File: config.mk
export PLATFORM = sky130hd
export DESIGN_NAME = ir_pulse_distance_decoder
export DESIGN_NICKNAME = d
export VERILOG_FILES = /design/src/hw/rtl/ipd_pkg.sv /design/src/hw/rtl/ipd_queue.sv /design/src/hw/rtl/ipd_front.sv /design/src/hw/rtl/ipd_div.sv /design/src/hw/rtl/ipd_back.sv /design/src/hw/rtl/ir_pulse_distance_decoder.sv
export SDC_FILE = /design/constraint.sdc
export NUM_CORES = 2
export LEC_CHECK = 0
export ABC_AREA = 0
export BUFFER_PORTS_ARGS = -buffer_cell sky130_fd_sc_hd__buf_2
export CAP_MARGIN = 10
export CORE_MARGIN = 4
export CORE_UTILIZATION = 57
export DETAILED_ROUTE_END_ITERATION = 10
export HOLD_SLACK_MARGIN = 0.1
export PLACE_DENSITY = 0.74
export SLEW_MARGIN = 25
export SYNTH_ARGS = -nofsm -noshare
export SYNTH_HDL_FRONTEND = slang
export SYNTH_HIERARCHICAL = 1
export SYNTH_SLANG_ARGS = --single-unit
export TNS_END_PERCENT = 5
File: constraint.sdc
create_clock -name clk -period 5.1 [get_ports clk]
set_input_delay 0.255 -clock clk [delete_from_list [all_inputs] [get_ports clk]]
set_output_delay 0.255 -clock clk [all_outputs]
set_load 0.005 [all_outputs]
File: src/hw/rtl/ipd_pkg.sv
package ipd_pkg;

    localparam logic [1:0] CMD_EDGE  = 2'd0;
    localparam logic [1:0] CMD_TICK  = 2'd1;
    localparam logic [1:0] CMD_CLEAR = 2'd2;
    localparam logic [1:0] CMD_READ  = 2'd3;

    localparam logic [1:0] REG_CLK_PER_US  = 2'd0;
    localparam logic [1:0] REG_BIT0_MAX_US = 2'd1;
    localparam logic [1:0] REG_BIT1_MAX_US = 2'd2;
    localparam logic [1:0] REG_SILENCE_MS  = 2'd3;

    localparam logic [7:0]  RST_CLK_PER_US  = 8'd72;
    localparam logic [15:0] RST_BIT0_MAX_US = 16'd1000;
    localparam logic [15:0] RST_BIT1_MAX_US = 16'd2000;
    localparam logic [9:0]  RST_SILENCE_MS  = 10'd50;

    localparam logic [15:0] GAP_SAT   = 16'hFFFF;
    localparam logic [9:0]  QUIET_MAX = 10'd1023;

    typedef enum logic [2:0] {
        OP_QUIET,
        OP_SPACE,
        OP_TICK,
        OP_CLEAR,
        OP_READ
    } op_t;

    typedef struct packed {
        op_t         op;
        logic [31:0] gap;
        logic [6:0]  idx;
    } qent_t;

    typedef struct packed {
        logic [7:0]  clk_per_us;
        logic [15:0] bit0_max_us;
        logic [15:0] bit1_max_us;
        logic [9:0]  silence_ms;
    } cfg_t;

    typedef struct packed {
        logic        frame_done;
        logic        frame_full;
        logic        gap_full;
        logic [2:0]  partial_bits;
        logic [7:0]  read_byte;
        logic [15:0] read_gap_us;
    } res_flags_t;

endpackage

File: src/hw/rtl/ipd_queue.sv
module ipd_queue (
    input  logic          clk,
    input  logic          rst_n,
    input  logic          push,
    input  ipd_pkg::qent_t din,
    output logic          full,
    input  logic          pop,
    output ipd_pkg::qent_t dout,
    output logic          empty
);

    localparam int DEPTH = 2;
    localparam int AW    = $clog2(DEPTH);
    localparam int CW    = $clog2(DEPTH + 1);

    ipd_pkg::qent_t mem_reg [DEPTH];
    logic [AW-1:0]  wr_ptr_reg;
    logic [AW-1:0]  rd_ptr_reg;
    logic [CW-1:0]  cnt_reg;
    logic           do_push;
    logic           do_pop;

    assign full    = (cnt_reg == CW'(DEPTH));
    assign empty   = (cnt_reg == '0);
    assign do_push = push && !full;
    assign do_pop  = pop && !empty;
    assign dout    = mem_reg[rd_ptr_reg];

    always_ff @(posedge clk)
    begin
        if (do_push)
        begin
            mem_reg[wr_ptr_reg] <= din;
        end
    end

    always_ff @(posedge clk or negedge rst_n)
    begin
        if (!rst_n)
        begin
            wr_ptr_reg <= '0;
            rd_ptr_reg <= '0;
            cnt_reg    <= '0;
        end
        else
        begin
            if (do_push)
            begin
                wr_ptr_reg <= wr_ptr_reg + AW'(1);
            end
            if (do_pop)
            begin
                rd_ptr_reg <= rd_ptr_reg + AW'(1);
            end
            if (do_push && !do_pop)
            begin
                cnt_reg <= cnt_reg + CW'(1);
            end
            else if (do_pop && !do_push)
            begin
                cnt_reg <= cnt_reg - CW'(1);
            end
        end
    end

endmodule

File: src/hw/rtl/ipd_front.sv
module ipd_front (
    input  logic           clk,
    input  logic           rst_n,
    input  logic           push,
    input  logic [1:0]     cmd,
    input  logic [31:0]    cycle_stamp,
    input  logic           pin_high,
    input  logic [6:0]     read_index,
    input  logic           q_full,
    output logic           q_push,
    output ipd_pkg::qent_t q_data
);

    logic [31:0] last_stamp_reg;
    logic [31:0] last_stamp_next;
    logic        awaiting_reg;
    logic        awaiting_next;

    assign q_push = push && !q_full;

    always_comb
    begin
        last_stamp_next = last_stamp_reg;
        awaiting_next   = awaiting_reg;
        q_data.op       = ipd_pkg::OP_QUIET;
        q_data.gap      = cycle_stamp - last_stamp_reg;
        q_data.idx      = read_index;
        unique case (cmd)
            ipd_pkg::CMD_EDGE:
            begin
                last_stamp_next = cycle_stamp;
                awaiting_next   = 1'b0;
                if (!awaiting_reg && !pin_high)
                begin
                    q_data.op = ipd_pkg::OP_SPACE;
                end
            end
            ipd_pkg::CMD_TICK:
            begin
                q_data.op = ipd_pkg::OP_TICK;
            end
            ipd_pkg::CMD_CLEAR:
            begin
                q_data.op     = ipd_pkg::OP_CLEAR;
                awaiting_next = 1'b1;
            end
            ipd_pkg::CMD_READ:
            begin
                q_data.op = ipd_pkg::OP_READ;
            end
        endcase
    end

    always_ff @(posedge clk or negedge rst_n)
    begin
        if (!rst_n)
        begin
            last_stamp_reg <= '0;
            awaiting_reg   <= 1'b1;
        end
        else if (q_push)
        begin
            last_stamp_reg <= last_stamp_next;
            awaiting_reg   <= awaiting_next;
        end
    end

endmodule

File: src/hw/rtl/ipd_div.sv
module ipd_div (
    input  logic        clk,
    input  logic        rst_n,
    input  logic        start,
    input  logic [31:0] dividend,
    input  logic [7:0]  divisor,
    output logic        done,
    output logic [31:0] quot
);

    localparam int STEPS = 32;
    localparam int CW    = $clog2(STEPS);

    logic          busy_reg;
    logic          done_reg;
    logic [CW-1:0] cnt_reg;
    logic [7:0]    rem_reg;
    logic [7:0]    dsr_reg;
    logic [31:0]   work_reg;
    logic [8:0]    trial;
    logic          ge;

    assign trial = {rem_reg, work_reg[31]};
    assign ge    = (trial >= {1'b0, dsr_reg});
    assign done  = done_reg;
    assign quot  = work_reg;

    always_ff @(posedge clk)
    begin
        if (start)
        begin
            work_reg <= dividend;
            rem_reg  <= '0;
            dsr_reg  <= (divisor == 8'd0) ? 8'd1 : divisor;
        end
        else if (busy_reg)
        begin
            work_reg <= {work_reg[30:0], ge};
            rem_reg  <= ge ? 8'(trial - {1'b0, dsr_reg}) : trial[7:0];
        end
    end

    always_ff @(posedge clk or negedge rst_n)
    begin
        if (!rst_n)
        begin
            busy_reg <= 1'b0;
            done_reg <= 1'b0;
            cnt_reg  <= '0;
        end
        else
        begin
            done_reg <= 1'b0;
            if (start)
            begin
                busy_reg <= 1'b1;
                cnt_reg  <= CW'(STEPS - 1);
            end
            else if (busy_reg)
            begin
                cnt_reg <= cnt_reg - CW'(1);
                if (cnt_reg == '0)
                begin
                    busy_reg <= 1'b0;
                    done_reg <= 1'b1;
                end
            end
        end
    end

endmodule

File: src/hw/rtl/ipd_back.sv
module ipd_back #(
    parameter int FRAME_DEPTH = 32,
    parameter int GAP_DEPTH   = 128,
    localparam int FCW = $clog2(FRAME_DEPTH + 1),
    localparam int GCW = $clog2(GAP_DEPTH + 1),
    localparam int FA  = (FRAME_DEPTH > 1) ? $clog2(FRAME_DEPTH) : 1,
    localparam int GA  = (GAP_DEPTH > 1) ? $clog2(GAP_DEPTH) : 1
) (
    input  logic                clk,
    input  logic                rst_n,
    input  ipd_pkg::cfg_t       cfg,
    input  logic                q_empty,
    input  ipd_pkg::qent_t      q_data,
    output logic                q_pop,
    output logic                res_valid,
    input  logic                res_pop,
    output ipd_pkg::res_flags_t res_flags,
    output logic [FCW-1:0]      res_frame_bytes,
    output logic [GCW-1:0]      res_gap_count
);

    typedef enum logic [3:0] {
        ST_IDLE = 4'b0001,
        ST_DIV  = 4'b0010,
        ST_LOG  = 4'b0100,
        ST_READ = 4'b1000
    } st_t;

    st_t state_reg, state_next;

    logic [7:0]     shift_reg, shift_next;
    logic [2:0]     bits_reg, bits_next;
    logic [FCW-1:0] ffill_reg, ffill_next;
    logic           fover_reg, fover_next;
    logic [GCW-1:0] gfill_reg, gfill_next;
    logic           gover_reg, gover_next;
    logic           ready_reg, ready_next;
    logic [9:0]     quiet_reg, quiet_next;
    logic [6:0]     idx_reg, idx_next;
    logic           res_valid_reg, res_valid_next;

    ipd_pkg::res_flags_t res_flags_reg;
    logic [FCW-1:0]      res_fb_reg;
    logic [GCW-1:0]      res_gc_reg;

    logic [7:0]  frame_mem [FRAME_DEPTH];
    logic [15:0] gap_mem [GAP_DEPTH];
    logic [7:0]  fr_rdata_reg;
    logic [15:0] gp_rdata_reg;

    logic        out_free;
    logic        finish;
    logic        rd_en;
    logic        fw_en;
    logic        gw_en;
    logic        div_start;
    logic        div_done;
    logic [31:0] us;
    logic        lt0;
    logic        lt1;
    logic [15:0] gsat;
    logic [7:0]  sb;
    logic [7:0]  rbyte;
    logic [15:0] rgap;

    ipd_div u_div (
        .clk      (clk),
        .rst_n    (rst_n),
        .start    (div_start),
        .dividend (q_data.gap),
        .divisor  (cfg.clk_per_us),
        .done     (div_done),
        .quot     (us)
    );

    assign out_free = !res_valid_reg || res_pop;
    assign lt0  = (us[31:16] == 16'd0) && (us[15:0] < cfg.bit0_max_us);
    assign lt1  = (us[31:16] == 16'd0) && (us[15:0] < cfg.bit1_max_us);
    assign gsat = (us[31:16] != 16'd0) ? ipd_pkg::GAP_SAT : us[15:0];
    assign sb   = {shift_reg[6:0], !lt0};

    always_comb
    begin
        state_next = state_reg;
        shift_next = shift_reg;
        bits_next  = bits_reg;
        ffill_next = ffill_reg;
        fover_next = fover_reg;
        gfill_next = gfill_reg;
        gover_next = gover_reg;
        ready_next = ready_reg;
        quiet_next = quiet_reg;
        idx_next   = idx_reg;
        finish     = 1'b0;
        rd_en      = 1'b0;
        fw_en      = 1'b0;
        gw_en      = 1'b0;
        q_pop      = 1'b0;
        div_start  = 1'b0;
        rbyte      = '0;
        rgap       = '0;
        unique case (state_reg)
            ST_IDLE:
            begin
                if (!q_empty)
                begin
                    unique case (q_data.op)
                        ipd_pkg::OP_QUIET:
                        begin
                            if (out_free)
                            begin
                                q_pop      = 1'b1;
                                quiet_next = '0;
                                finish     = 1'b1;
                            end
                        end
                        ipd_pkg::OP_TICK:
                        begin
                            if (out_free)
                            begin
                                q_pop  = 1'b1;
                                finish = 1'b1;
                                if (quiet_reg < ipd_pkg::QUIET_MAX)
                                begin
                                    quiet_next = quiet_reg + 10'd1;
                                end
                                if (!ready_reg && (gfill_reg != '0)
                                    && (quiet_next >= cfg.silence_ms))
                                begin
                                    ready_next = 1'b1;
                                end
                            end
                        end
                        ipd_pkg::OP_CLEAR:
                        begin
                            if (out_free)
                            begin
                                q_pop      = 1'b1;
                                finish     = 1'b1;
                                ffill_next = '0;
                                fover_next = 1'b0;
                                shift_next = '0;
                                bits_next  = '0;
                                gfill_next = '0;
                                gover_next = 1'b0;
                                ready_next = 1'b0;
                            end
                        end
                        ipd_pkg::OP_SPACE:
                        begin
                            q_pop      = 1'b1;
                            quiet_next = '0;
                            div_start  = 1'b1;
                            state_next = ST_DIV;
                        end
                        ipd_pkg::OP_READ:
                        begin
                            q_pop      = 1'b1;
                            rd_en      = 1'b1;
                            idx_next   = q_data.idx;
                            state_next = ST_READ;
                        end
                        default:
                        begin
                            q_pop = 1'b0;
                        end
                    endcase
                end
            end
            ST_DIV:
            begin
                if (div_done)
                begin
                    state_next = ST_LOG;
                end
            end
            ST_LOG:
            begin
                if (out_free)
                begin
                    finish     = 1'b1;
                    state_next = ST_IDLE;
                    if (gfill_reg < GCW'(GAP_DEPTH))
                    begin
                        gw_en      = 1'b1;
                        gfill_next = gfill_reg + GCW'(1);
                    end
                    else
                    begin
                        gover_next = 1'b1;
                    end
                    if (lt0 || lt1)
                    begin
                        if (bits_reg == 3'd7)
                        begin
                            if (ffill_reg < FCW'(FRAME_DEPTH))
                            begin
                                fw_en      = 1'b1;
                                ffill_next = ffill_reg + FCW'(1);
                            end
                            else
                            begin
                                fover_next = 1'b1;
                            end
                            shift_next = '0;
                            bits_next  = '0;
                        end
                        else
                        begin
                            shift_next = sb;
                            bits_next  = bits_reg + 3'd1;
                        end
                    end
                    else
                    begin
                        shift_next = '0;
                        bits_next  = '0;
                    end
                end
            end
            ST_READ:
            begin
                if (out_free)
                begin
                    finish     = 1'b1;
                    state_next = ST_IDLE;
                    if (16'(idx_reg) < 16'(ffill_reg))
                    begin
                        rbyte = fr_rdata_reg;
                    end
                    if (16'(idx_reg) < 16'(gfill_reg))
                    begin
                        rgap = gp_rdata_reg;
                    end
                end
            end
            default:
            begin
                state_next = ST_IDLE;
            end
        endcase
        res_valid_next = finish || (res_valid_reg && !res_pop);
    end

    always_ff @(posedge clk)
    begin
        if (fw_en)
        begin
            frame_mem[ffill_reg[FA-1:0]] <= sb;
        end
        if (rd_en)
        begin
            fr_rdata_reg <= frame_mem[FA'(q_data.idx)];
        end
    end

    always_ff @(posedge clk)
    begin
        if (gw_en)
        begin
            gap_mem[gfill_reg[GA-1:0]] <= gsat;
        end
        if (rd_en)
        begin
            gp_rdata_reg <= gap_mem[GA'(q_data.idx)];
        end
    end

    always_ff @(posedge clk)
    begin
        if (finish)
        begin
            res_flags_reg.frame_done   <= ready_next;
            res_flags_reg.frame_full   <= fover_next;
            res_flags_reg.gap_full     <= gover_next;
            res_flags_reg.partial_bits <= bits_next;
            res_flags_reg.read_byte    <= rbyte;
            res_flags_reg.read_gap_us  <= rgap;
            res_fb_reg                 <= ffill_next;
            res_gc_reg                 <= gfill_next;
        end
        idx_reg <= idx_next;
    end

    always_ff @(posedge clk or negedge rst_n)
    begin
        if (!rst_n)
        begin
            state_reg     <= ST_IDLE;
            shift_reg     <= '0;
            bits_reg      <= '0;
            ffill_reg     <= '0;
            fover_reg     <= 1'b0;
            gfill_reg     <= '0;
            gover_reg     <= 1'b0;
            ready_reg     <= 1'b0;
            quiet_reg     <= '0;
            res_valid_reg <= 1'b0;
        end
        else
        begin
            state_reg     <= state_next;
            shift_reg     <= shift_next;
            bits_reg      <= bits_next;
            ffill_reg     <= ffill_next;
            fover_reg     <= fover_next;
            gfill_reg     <= gfill_next;
            gover_reg     <= gover_next;
            ready_reg     <= ready_next;
            quiet_reg     <= quiet_next;
            res_valid_reg <= res_valid_next;
        end
    end

    assign res_valid       = res_valid_reg;
    assign res_flags       = res_flags_reg;
    assign res_frame_bytes = res_fb_reg;
    assign res_gap_count   = res_gc_reg;

endmodule

File: src/hw/rtl/ir_pulse_distance_decoder.sv
// Channel   Handshake            Beat
// input     push / full          cmd, cycle_stamp, pin_high, read_index
// result    empty / pop          frame_done .. read_gap_us, one per input beat
// config    cfg_we (no stall)    cfg_addr, cfg_wdata
//
// An edge that ends a space pops the queue and starts the 32-step serial divider,
// then logs the gap once the quotient is done. Ticks, clears and other edges
// finish straight from idle in the back end; reads go through a registered store read.
// A two-beat command queue lets input beats land while the back end works or
// while a result waits on pop. Reset is asynchronous, active low; no store sweep.
module ir_pulse_distance_decoder #(
    parameter int FRAME_DEPTH = 32,
    parameter int GAP_DEPTH   = 128,
    localparam int FCW = $clog2(FRAME_DEPTH + 1),
    localparam int GCW = $clog2(GAP_DEPTH + 1)
) (
    input  logic           clk,
    input  logic           rst_n,
    input  logic           push,
    output logic           full,
    input  logic [1:0]     cmd,
    input  logic [31:0]    cycle_stamp,
    input  logic           pin_high,
    input  logic [6:0]     read_index,
    output logic           empty,
    input  logic           pop,
    output logic           frame_done,
    output logic [FCW-1:0] frame_bytes,
    output logic           frame_full,
    output logic [GCW-1:0] gap_count,
    output logic           gap_full,
    output logic [2:0]     partial_bits,
    output logic [7:0]     read_byte,
    output logic [15:0]    read_gap_us,
    input  logic           cfg_we,
    input  logic [1:0]     cfg_addr,
    input  logic [15:0]    cfg_wdata
);

    ipd_pkg::cfg_t       cfg_reg;
    ipd_pkg::qent_t      fq_data;
    ipd_pkg::qent_t      qb_data;
    ipd_pkg::res_flags_t res_flags;
    logic                fq_push;
    logic                q_full;
    logic                q_empty;
    logic                q_pop;
    logic                res_valid;

    always_ff @(posedge clk or negedge rst_n)
    begin
        if (!rst_n)
        begin
            cfg_reg.clk_per_us  <= ipd_pkg::RST_CLK_PER_US;
            cfg_reg.bit0_max_us <= ipd_pkg::RST_BIT0_MAX_US;
            cfg_reg.bit1_max_us <= ipd_pkg::RST_BIT1_MAX_US;
            cfg_reg.silence_ms  <= ipd_pkg::RST_SILENCE_MS;
        end
        else if (cfg_we)
        begin
            unique case (cfg_addr)
                ipd_pkg::REG_CLK_PER_US:  cfg_reg.clk_per_us  <= cfg_wdata[7:0];
                ipd_pkg::REG_BIT0_MAX_US: cfg_reg.bit0_max_us <= cfg_wdata;
                ipd_pkg::REG_BIT1_MAX_US: cfg_reg.bit1_max_us <= cfg_wdata;
                ipd_pkg::REG_SILENCE_MS:  cfg_reg.silence_ms  <= cfg_wdata[9:0];
            endcase
        end
    end

    ipd_front u_front (
        .clk         (clk),
        .rst_n       (rst_n),
        .push        (push),
        .cmd         (cmd),
        .cycle_stamp (cycle_stamp),
        .pin_high    (pin_high),
        .read_index  (read_index),
        .q_full      (q_full),
        .q_push      (fq_push),
        .q_data      (fq_data)
    );

    ipd_queue u_queue (
        .clk   (clk),
        .rst_n (rst_n),
        .push  (fq_push),
        .din   (fq_data),
        .full  (q_full),
        .pop   (q_pop),
        .dout  (qb_data),
        .empty (q_empty)
    );

    ipd_back #(
        .FRAME_DEPTH (FRAME_DEPTH),
        .GAP_DEPTH   (GAP_DEPTH)
    ) u_back (
        .clk             (clk),
        .rst_n           (rst_n),
        .cfg             (cfg_reg),
        .q_empty         (q_empty),
        .q_data          (qb_data),
        .q_pop           (q_pop),
        .res_valid       (res_valid),
        .res_pop         (pop),
        .res_flags       (res_flags),
        .res_frame_bytes (frame_bytes),
        .res_gap_count   (gap_count)
    );

    assign full         = q_full;
    assign empty        = !res_valid;
    assign frame_done   = res_flags.frame_done;
    assign frame_full   = res_flags.frame_full;
    assign gap_full     = res_flags.gap_full;
    assign partial_bits = res_flags.partial_bits;
    assign read_byte    = res_flags.read_byte;
    assign read_gap_us  = res_flags.read_gap_us;

endmodule

==> impl_metrics.tcl <==
set metrics [dict create \
    final_net_count 5791 \
    clk_path_buf_depth 4 \
    worstSetupEndpointType "register" \
    synth-edff-count 2503 \
    finalPower_w 0.05550 \
    synth_seq_cells 2647 \
    initial_core_util 0.5760 \
    largest_reg_flops 2048 \
    path_max_fanout 8 \
    clock-sinks 2647 \
    antenna_found_initial 13 \
    hold_violations 0 \
    cts_root_buf "clkbuf_16" \
    drtIter0Drc 6441 \
    slew_headroom 0.2652 \
    fin_util 0.6530 \
    syn_avg_cell_area_um2 20.65 \
    synth_area_leaders "edfxtp_1 71%, mux4_2 14%, dfrtp_1 2.8%, mux2_2 1.7%, ha_1 1.3%" \
    dr_total_vias 53440 \
    start_kind "register" \
    p_leak_nw 32.28 \
    dpl.hpwl_um 146800 \
    grt_pass1_wl_um 372000 \
    path_cells "ha_1 -> and3_1 -> a22o_1 -> a2111oi_0 -> o21ai_1 -> a21oi_2 -> nand3_1 -> nor2_1" \
    arrival_ns 4.71 \
    core_um2 183900 \
    overflow 0 \
    dieArea_um2 192800 \
    synth_top_area_frac 0.7097 \
    grt_pass1_vias 53930 \
    grt_util_all_layers 0.2647 \
    hp-class "primary input to register" \
    wl_per_cell_um 30.49 \
    max_stage_delay_ns 0.78 \
    cp_num_buf_inv 0 \
    fmax_mhz 238.1 \
    maxCapViolations 0 \
    die_w_um 439.1 \
    yosysMostFrequentCell "edfxtp_1" \
    synth_area_leader_cell "edfxtp_1" \
    firstDrtPassIters 6 \
    ant_nets 0 \
    path_class "register to register" \
    synth_nets 5303 \
    drcViolationCount 0 \
    clk_latency_ns 0.90 \
    rsz0062_at_grt "false" \
    cts-buffers-inserted 278 \
    powerDensity_nw_per_um2 462.2 \
    syn_inst 5130 \
    synthArstFlopShare 0.05138 \
    avgViaCountPerCell 6.461 \
    die_h_um 439.1 \
    tns_ns 0 \
    ys_seq_area_frac 0.7436 \
    synth.distinct_cells 92 \
    status "complete, no violations" \
    gp_congestion 0.8618 \
    drive_gt1_frac 0.2905 \
    path_delay_family "compound AO/OA/AOI/OAI gates" \
    yosysWarnings 6 \
    drt-total-wl_um 252200 \
    port_buffers 110 \
    peakVddDrop_mv 0.3711 \
    cts_tree "done" \
    grt_max_degree 112 \
    slowest_stage "nor2_1" \
    required_ns 5.61 \
    io-pin-count 111 \
    period_needed_ns 4.200 \
    clock_skew_ns 0.06261 \
    synthTopCellsByCount "2,503 x edfxtp_1, 656 x mux4_2, 227 x nor2_1" \
    setup_viol 0 \
    maxSlewViolCount 0 \
    ys.flop_type "edfxtp_1" \
    h-tree-depth 5 \
    synth_area_um2 105900 \
    clk_pin_slew_worst_paths_ns 0.06 \
    area_growth_pct 13.37 \
    rows 157 \
    fin_crit_sh 0.8236 \
    tightestPinTransition_ns 1.074 \
    cts_resized 0 \
]
-- layer usage --
layer	GRT usage	routed length, um	up-vias	part of all wire
met4	0.1041	10550	6	0.042
met1	0.3691	94610	27950	0.38
met5	0	40	-	0.00016
li1	-	-	21980	-
met3	0.05072	23700	535	0.094
met2	0.4204	123300	2977	0.49
-- cell usage in the layout (no fill, tap or decap), types with 48 or more instances in the layout --
cell type	instances
clkinv_1	106
mux4_2	656
mux2i_1	67
inv_1	126
nand2_1	112
dlygate4sd3_1	71
ha_1	106
buf_4	253
mux2_2	158
nor2_1	224
dfrtp_1	115
clkbuf_16	283
buf_2	109
a21oi_1	48
clkbuf_1	52
o21ai_0	77
edfxtp_1	2503
-- report_power, final --
| part | leakage, nW | internal, W | switching [W] |
|---|---|---|---|
| combinational | 10.2 | 0.00457 | 0.00652 |
| sequential | 17.9 | 0.0248 | 0.000516 |
| clock | 4.13 | 0.0112 | 0.00788 |
-- repair_timing --
item,CTS,global route
hold buffers,72,0
endpoints found under the hold margin,267,0
setup buffers,0,0
setup endpoints to repair,0,0
-- stage by stage --
step	worst slack [ns]	area [um2]	std cells	hold WS [ns]
global placement	0.9168	110700	7723	0.3796
global route	0.7450	120100	8266	0.1395
CTS	0.7295	119900	8257	0.1019
finish	0.8997	120100	8272	0.1637
floorplan	1.021	105900	5130	-0.04059
detailed placement	0.7576	110700	7723	0.3873
-- path summary, 6_finish.rpt --
path | startpoint | end | slack, ns | cells after the start
worst max-delay path | u_back/u_div/quot[15]$_DFFE_PP_ | u_back/frame_mem[20][2]$_DFFE_PP_ | 0.90 | 8
worst min-delay path | read_index[2] | u_queue/mem_reg[1][2]$_DFFE_PP_ | 0.16 | 2
worst max register to register | u_back/u_div/quot[15]$_DFFE_PP_ | u_back/frame_mem[20][2]$_DFFE_PP_ | 0.90 | 8
worst min register to register | cfg_reg[43]$_DFFE_PN0P_ | u_back/u_div/dsr_reg[1]$_SDFFCE_PN0P_ | 0.49 | 0
max in group asynchronous | rst_n | u_back/state_reg[1]$_DFFE_PN0P_ | 3.78 | 4
min in group asynchronous | rst_n | cfg_reg[31]$_DFFE_PN1P_ | 0.58 | 3
-- layout make-up --
| class | count | area, um2 |
|---|---|---|
| fillers | 11670 | 63800 |
| repair buffers | 463 | 3761 |
| multi-input cells | 2048 | 25310 |
| diodes | 8 | 20.02 |
| clock inverters | 124 | 1141 |
| flip-flops and latches | 2647 | 78750 |
| inverters | 180 | 675.6 |
| well taps | 2464 | 3083 |
| clock buffers | 338 | 7318 |
-- worst register-to-register path: stages, from the launching register on --
cell	delay, ns
edfxtp_1	0.45
ha_1	0.34
and3_1	0.20
a22o_1	0.20
a2111oi_0	0.51
o21ai_1	0.41
a21oi_2	0.41
nand3_1	0.53
nor2_1	0.79
-- cell families (layout without fill, tap and decap cells) --
group           Yosys count  in the layout  synth area share
other cells               0              8                 0
flops                  2647           2647            0.7436
simple gates            592            592           0.02737
buf+inv                 435           1105           0.01916
xor+xnor                 48             48          0.003970
fa+ha+maj               108            108           0.01290
compound gates          380            380           0.02488
mux                     920            920            0.1682
Note: power is estimated with default switching activity, not from simulation.
